[config.mk]
export PLATFORM = sky130hd
export DESIGN_NAME = ssc_prep
export DESIGN_NICKNAME = d
export VERILOG_FILES = /design/src/rtl/ssc_pkg.sv /design/src/rtl/ssc_prep.sv
export SDC_FILE = /design/constraint.sdc
export NUM_CORES = 2
export LEC_CHECK = 0
export BUFFER_PORTS_ARGS = -buffer_cell sky130_fd_sc_hd__buf_2
export CAP_MARGIN = 0
export CORE_ASPECT_RATIO = 1.5
export CORE_MARGIN = 3
export CORE_UTILIZATION = 40
export DETAILED_ROUTE_END_ITERATION = 12
export HOLD_SLACK_MARGIN = 0.03
export PLACE_DENSITY = 0.64
export SLEW_MARGIN = 20
export SYNTH_ARGS = -nofsm -noshare
export SYNTH_HDL_FRONTEND = slang
export SYNTH_SLANG_ARGS = --single-unit
[constraint.sdc]
create_clock -name clk -period 13.9 [get_ports clk]
set_input_delay 2.78 -clock clk [delete_from_list [all_inputs] [get_ports clk]]
set_output_delay 2.78 -clock clk [all_outputs]
set_load 0.02 [all_outputs]
[src/rtl/ssc_pkg.sv]
// shared constants and types for the sphere pair contact pipeline
package ssc_pkg;

    localparam int COORD_WIDTH_DEF = 16;
    localparam int FIELD_W         = 48;
    localparam int RAD_W           = 15;
    localparam int ROT_W           = 16;
    localparam int GAP_W           = 24;
    localparam int QUO_W           = 15;
    localparam int UNIT_Q14        = 16384;
    localparam int PT_SHIFT        = 28;
    localparam int GAP_MAX         = 8388607;
    localparam int GAP_MIN         = -8388608;
    localparam int APB_DATA_W      = 32;
    localparam int APB_ADDR_W      = 3;

    typedef enum logic [0:0] {
        REG_THRESHOLD = 1'b0
    } reg_idx_t;

    typedef struct packed {
        logic [2:0][FIELD_W-1:0] a;
        logic [2:0][FIELD_W-1:0] b;
    } rot_pair_t;

    typedef struct packed {
        logic [RAD_W-1:0] radius_a;
        logic [RAD_W-1:0] radius_b;
        rot_pair_t        rot;
    } side_t;

    typedef struct packed {
        logic [FIELD_W-1:0] center_a;
        logic [FIELD_W-1:0] center_b;
        side_t              side;
    } in_beat_t;

    typedef struct packed {
        logic [GAP_W-1:0]          gap;
        logic                      separated;
        logic                      degenerate;
        logic [2:0][ROT_W-1:0]     normal;
    } head_t;

endpackage

[src/rtl/ssc_prep.sv]
// centre offset and squared length, two pipeline stages
module ssc_prep #(
    parameter int CW = ssc_pkg::COORD_WIDTH_DEF
) (
    input  logic               clk,
    input  logic               rst_n,
    input  logic               in_valid,
    output logic               in_ready,
    input  ssc_pkg::in_beat_t  in_beat,
    output logic               out_valid,
    input  logic               out_ready,
    output logic [2*CW+1:0]    dsq,
    output logic [2:0][CW:0]   d_out,
    output ssc_pkg::side_t     side_out
);
    import ssc_pkg::*;

    localparam int DSQ_W = 2 * CW + 2;
    localparam int EXT_W = (3 * CW > FIELD_W) ? 3 * CW : FIELD_W;

    logic [EXT_W-1:0]        ca_ext;
    logic [EXT_W-1:0]        cb_ext;
    logic [2:0][CW:0]        d0_next;
    logic [2:0][CW:0]        d0_reg;
    logic [2:0][CW:0]        d1_reg;
    side_t                   side0_reg;
    side_t                   side1_reg;
    logic signed [DSQ_W-1:0] sq [3];
    logic [DSQ_W-1:0]        dsq_next;
    logic [DSQ_W-1:0]        dsq_reg;
    logic                    v0_reg;
    logic                    v1_reg;
    logic                    rdy0;
    logic                    rdy1;

    assign rdy1     = !v1_reg || out_ready;
    assign rdy0     = !v0_reg || rdy1;
    assign in_ready = rdy0;

    assign ca_ext = EXT_W'(in_beat.center_a);
    assign cb_ext = EXT_W'(in_beat.center_b);

    always_comb
    begin
        for (int k = 0; k < 3; k++)
        begin
            d0_next[k] = {cb_ext[CW*k+CW-1], cb_ext[CW*k +: CW]}
                       - {ca_ext[CW*k+CW-1], ca_ext[CW*k +: CW]};
        end
    end

    always_comb
    begin
        for (int k = 0; k < 3; k++)
        begin
            sq[k] = $signed(d0_reg[k]) * $signed(d0_reg[k]);
        end
        dsq_next = DSQ_W'(sq[0]) + DSQ_W'(sq[1]) + DSQ_W'(sq[2]);
    end

    always_ff @(posedge clk or negedge rst_n)
    begin
        if (!rst_n)
        begin
            v0_reg <= 1'b0;
            v1_reg <= 1'b0;
        end
        else
        begin
            if (rdy0)
            begin
                v0_reg <= in_valid;
            end
            if (rdy1)
            begin
                v1_reg <= v0_reg;
            end
        end
    end

    always_ff @(posedge clk)
    begin
        if (rdy0)
        begin
            d0_reg    <= d0_next;
            side0_reg <= in_beat.side;
        end
        if (rdy1)
        begin
            d1_reg    <= d0_reg;
            side1_reg <= side0_reg;
            dsq_reg   <= dsq_next;
        end
    end

    assign out_valid = v1_reg;
    assign dsq       = dsq_reg;
    assign d_out     = d1_reg;
    assign side_out  = side1_reg;

endmodule

Yosys cells after proc, flatten, opt, wreduce, memory -nomap -nowiden
Cells that the tools add are included.
{"block": "totals", "word_cells": 37, "latch_bits": 0, "romBits": 0, "out_inout_bits": 405, "register_bits": 774, "ramBits": 0, "memories": 0}
{"block": "classes", "n_reduce_logical": 4, "n_bitwise": 0, "div": 0, "n_eq_ne": 0, "shifts": 0, "mux": 0, "multipliers": 3, "addsub": 5, "magnitude_cmp": 0}
{"operator": "$mul A17 B17 Y34", "n": 3}
{"operator": "$add A34 B34 Y34", "n": 2}
{"operator": "$sub A16 B16 Y17", "n": 3}
{"operator": "$logic_not A1 Y1", "n": 2}
{"operator": "$logic_or A1 B1 Y1", "n": 2}

Depth between registers and ports, before layout
{"block": "depth", "word_depth": 3, "depth_mapped": 30, "mapped_depth_nobuf": 29}

Worst setup path before layout
Ideal clock, no wire load.
{"block": "synth_timing", "path_type": "input to register", "start": "input port out_ready", "end": "register d0_reg[0] (netlist name), enable pin", "stages": 1, "path_slack_ps": -723, "setup_ps": 3648, "t_arrival_ps": 10975, "n_path_buf": 0, "cell_sequence": "nand3b_1"}
{"block": "synth_between", "elab_chain_cells": 2}
{"element": "start, declared", "line": "ssc_prep.sv:11", "rtl": "input logic out_ready,"}
{"element": "$logic_or A1 B1 Y1", "line": "ssc_prep.sv:36", "rtl": "assign rdy1 = !v1_reg || out_ready;"}
{"element": "$logic_or A1 B1 Y1", "line": "ssc_prep.sv:37", "rtl": "assign rdy0 = !v0_reg || rdy1;"}
{"element": "end signal, assigned", "line": "ssc_prep.sv:85", "rtl": "d0_reg <= d0_next;"}
{"element": "end, declared", "line": "ssc_prep.sv:24", "rtl": "logic [2:0][CW:0] d0_reg;"}
No other way between the ends.
A chain may end at the register's enable or synchronous reset.

Worst setup path in the final report
{"block": "layout_timing", "start": "register d0_reg[17] (netlist name)", "end": "register dsq_reg[33] (netlist: dsq[33]), data pin"}
{"block": "layout_between", "elab_chain_cells": 3}
{"element": "$mul A17 B17 Y34", "line": "ssc_prep.sv:56", "rtl": "sq[k] = $signed(d0_reg[k]) * $signed(d0_reg[k]);"}
{"element": "$add A34 B34 Y34 (2 in series)", "line": "ssc_prep.sv:58", "rtl": "dsq_next = DSQ_W'(sq[0]) + DSQ_W'(sq[1]) + DSQ_W'(sq[2]);"}
{"element": "via dsq_next[33]", "line": "ssc_prep.sv:29", "rtl": "logic [DSQ_W-1:0] dsq_next;"}
{"element": "end signal, assigned", "line": "ssc_prep.sv:92", "rtl": "dsq_reg <= dsq_next;"}
{"element": "end, declared", "line": "ssc_prep.sv:30", "rtl": "logic [DSQ_W-1:0] dsq_reg;"}
The timed path passes the listed nets, and every way through them passes these cells.

==> results.json <==
{
  "status": "finished clean",
  "ys_warn_count": 0,
  "placed_area_mm2": 0.0616,
  "routed_wl_mm": 172,
  "final_area_mm2": 0.0645,
  "hold_start": "side0_reg[294]$_DFFE_PP_",
  "hold_viol": 0,
  "ys_ff_latch": 774,
  "async_flop_share": 0.00258,
  "worstReg2RegStart": "d0_reg[17]$_DFFE_PP_",
  "postCtsResizedCells": 0,
  "crit_path_end_kind": "flop",
  "syn_nets": 5783,
  "via_per_inst": 4.88,
  "cts-root-buf": "clkbuf_16",
  "grt_pass1_vias": 37200,
  "path_class": "reg2reg",
  "timing.final.ws_setup_ps": 4780,
  "clk_pin_slew_ps": 70,
  "multi_input_area_mm2": 0.0272,
  "fillers": 12400,
  "num_vias": 33600,
  "slew_headroom": 0.125,
  "critPathTopFamily": "adder cells",
  "syn_inst": 4174,
  "critPathMaxStageDelay_ps": 790,
  "synth_cell_types": 58,
  "worstPathRequired_ps": 14400,
  "cts_buffers": 77,
  "grt_overflow": 0,
  "drcViolationCount": 0,
  "die_y_um": 461,
  "die_x_um": 309,
  "setup_violations": 0,
  "fin_crit_ps": 9120,
  "min_path_type": "reg2reg",
  "clock.fmax_ghz": 0.110,
  "synth_flop_cell": "edfxtp_1",
  "coreArea_mm2": 0.137,
  "seqCellArea_mm2": 0.0232,
  "path_common_cell": "fa_1",
  "hpwlAfterDp_mm": 144,
  "nNetsFinal": 6654,
  "cp.arrival_ps": 9610,
  "clock_latency_ps": 710,
  "antenna_found_initial": 89,
  "finalMaxSlewViolations": 0,
  "drtPass1Iterations": 5,
  "htreeDepth": 3,
  "synth-edff-count": 772,
  "crit_buf_inv": 5,
  "port_buffers": 822,
  "drive_above_1_share": 0.195,
  "start_util": 0.404,
  "critPathMaxFanout": 15,
  "skew_ps": 47.0,
  "rsz0062_at_grt": "false",
  "pin_count": 823,
  "grt_pass1_wl_mm": 245,
  "drv_cap": 0,
  "area_growth_pct": 16.7,
  "postCtsHoldBufs": 0,
  "max_slew.worst_pin.slew_ps": 1310,
  "row_count": 166,
  "critPathLaunch": "d0_reg[17]$_DFFE_PP_",
  "wl_per_cell_um": 24.9,
  "yosysSeqAreaShare": 0.421,
  "gp_congestion": 0.945,
  "grt_usage": 0.246,
  "ant_nets": 0,
  "slowest_stage": "edfxtp_1",
  "cts.sinks": 774,
  "startpoint_type": "flop",
  "netlist_area_mm2": 0.0552,
  "drt-initial-drc-count": 1991,
  "syn_area_per_cell_um2": 13.2,
  "cts_tree": "yes",
  "dpl_worst_slack_ps": 4320,
  "dieArea_mm2": 0.143,
  "tns_ps": 0,
  "clk_path_buf_depth": 3,
  "fin_crit_sh": 0.656,
  "cts_setup_buffers": 0,
  "grt_max_degree": 165
}
==> cell type report <==
| cell class | count | area share |
|---|---|---|
| multi-input cells | 2126 | 0.423 |
| inverters | 1211 | 0.0705 |
| clock buffers | 87 | 0.0305 |
| well taps | 1764 | 0.0342 |
| diodes | 25 | 0.000971 |
| clock inverters | 50 | 0.0124 |
| flip-flops and latches | 774 | 0.360 |
| repair buffers | 855 | 0.0684 |
==> worst paths after layout <==
check / to / slack [ps] / cells past startpoint
worst min-delay path: side_out[294]$_DFFE_PP_ / 410 / 0
worst max-delay path: dsq[33]$_DFFE_PP_ / 4780 / 25
worst min register to register: side_out[294]$_DFFE_PP_ / 410 / 0
worst max register to register: dsq[33]$_DFFE_PP_ / 4780 / 25
max in group asynchronous: v0_reg$_DFFE_PN0P_ / 11960 / 1
min in group asynchronous: out_valid$_DFFE_PN0P_ / 1850 / 1
==> synthesized netlist by cell type (6+ instances only) <==
cell,number,area [um2]
a31oi_1,6,37.5
a21oi_1,45,225
o21a_1,12,90.1
fa_1,931,18600
nand3_1,19,95.1
nor2_1,91,342
or3_1,6,37.5
and3_1,9,56.3
and2_1,171,1070
ha_1,260,3250
o21ai_0,27,135
or2_2,8,50.1
nor2b_1,26,163
inv_1,1209,4540
edfxtp_1,772,23200
clkbuf_1,63,236
nand2_1,257,965
xnor2_1,94,823
nand2b_1,31,194
xor2_1,23,201
a21o_1,22,165
nor3_1,20,100
==> worst register-to-register path, stage by stage, from the launching register on <==
cell      delay (ps)
edfxtp_1         790
nand2_1          760
inv_1            440
fa_1             500
fa_1             540
inv_1             80
fa_1             480
inv_1             60
fa_1             480
fa_1             470
fa_1             430
fa_1             480
fa_1             490
inv_1             70
fa_1             490
inv_1             40
ha_1             350
a21o_1           210
a21o_1           170
a21oi_1          180
nand4_1          150
a31oi_1          310
a21oi_1          230
a21oi_1          320
o21ai_0          140
nor4_1           290
==> cell usage in the layout (no fill, tap or decap), types with 8 or more instances in the layout <==
cell type  netlist  layout
bufinv_16        0      15
nor2b_1         26      26
clkbuf_16        0      77
clkinv_1         2      13
fa_1           931     931
clkinv_2         0      12
inv_1         1209    1209
a21oi_1         45      45
o21ai_0         27      27
or2_2            8       8
ha_1           260     260
o21a_1          12      12
xnor2_1         94      94
and2_1         171     171
buf_4            0      28
nand2b_1        31      30
edfxtp_1       772     772
nor3_1          20      20
nor2_1          91      91
and3_1           9       9
a21o_1          22      22
nand2_1        257     257
buf_2            0     822
diode_2          0      25
clkbuf_1        63      10
nand3_1         19      19
xor2_1          23      23
==> routing by layer <==
| metal | vias to the layer above | wire length (um) | share of wire | track usage |
|---|---|---|---|---|
| li1 | 14500 | - | - | - |
| met1 | 17400 | 53400 | 0.31 | 0.247 |
| met2 | 1187 | 92100 | 0.54 | 0.447 |
| met3 | 502 | 12800 | 0.074 | 0.0652 |
| met4 | 82 | 12900 | 0.075 | 0.155 |
| met5 | - | 548 | 0.0032 | 0 |
==> cells by family (layout without fill, tap and decap cells) <==
group | Yosys count | count (layout) | share of synthesized area
mux | 2 | 2 | 0.000385
simple gates | 651 | 651 | 0.0572
xor+xnor | 117 | 117 | 0.0186
buf+inv | 1274 | 2203 | 0.0866
flops | 774 | 774 | 0.421
fa+ha+maj | 1191 | 1191 | 0.396
compound gates | 165 | 165 | 0.0204
other cells | 0 | 25 | 0
==> per-stage QoR <==
stage	instances	utilization	hold WS (ps)
floorplan	4174	-	400
global placement	6727	0.450	401
detailed placement	6728	0.450	405
CTS	6865	0.470	404
global route	6873	0.471	414
finish	6892	0.471	411
Power is left out: the tool's default activity adds up to more than one toggle a clock period on the data nets, which glitch-free logic cannot reach.
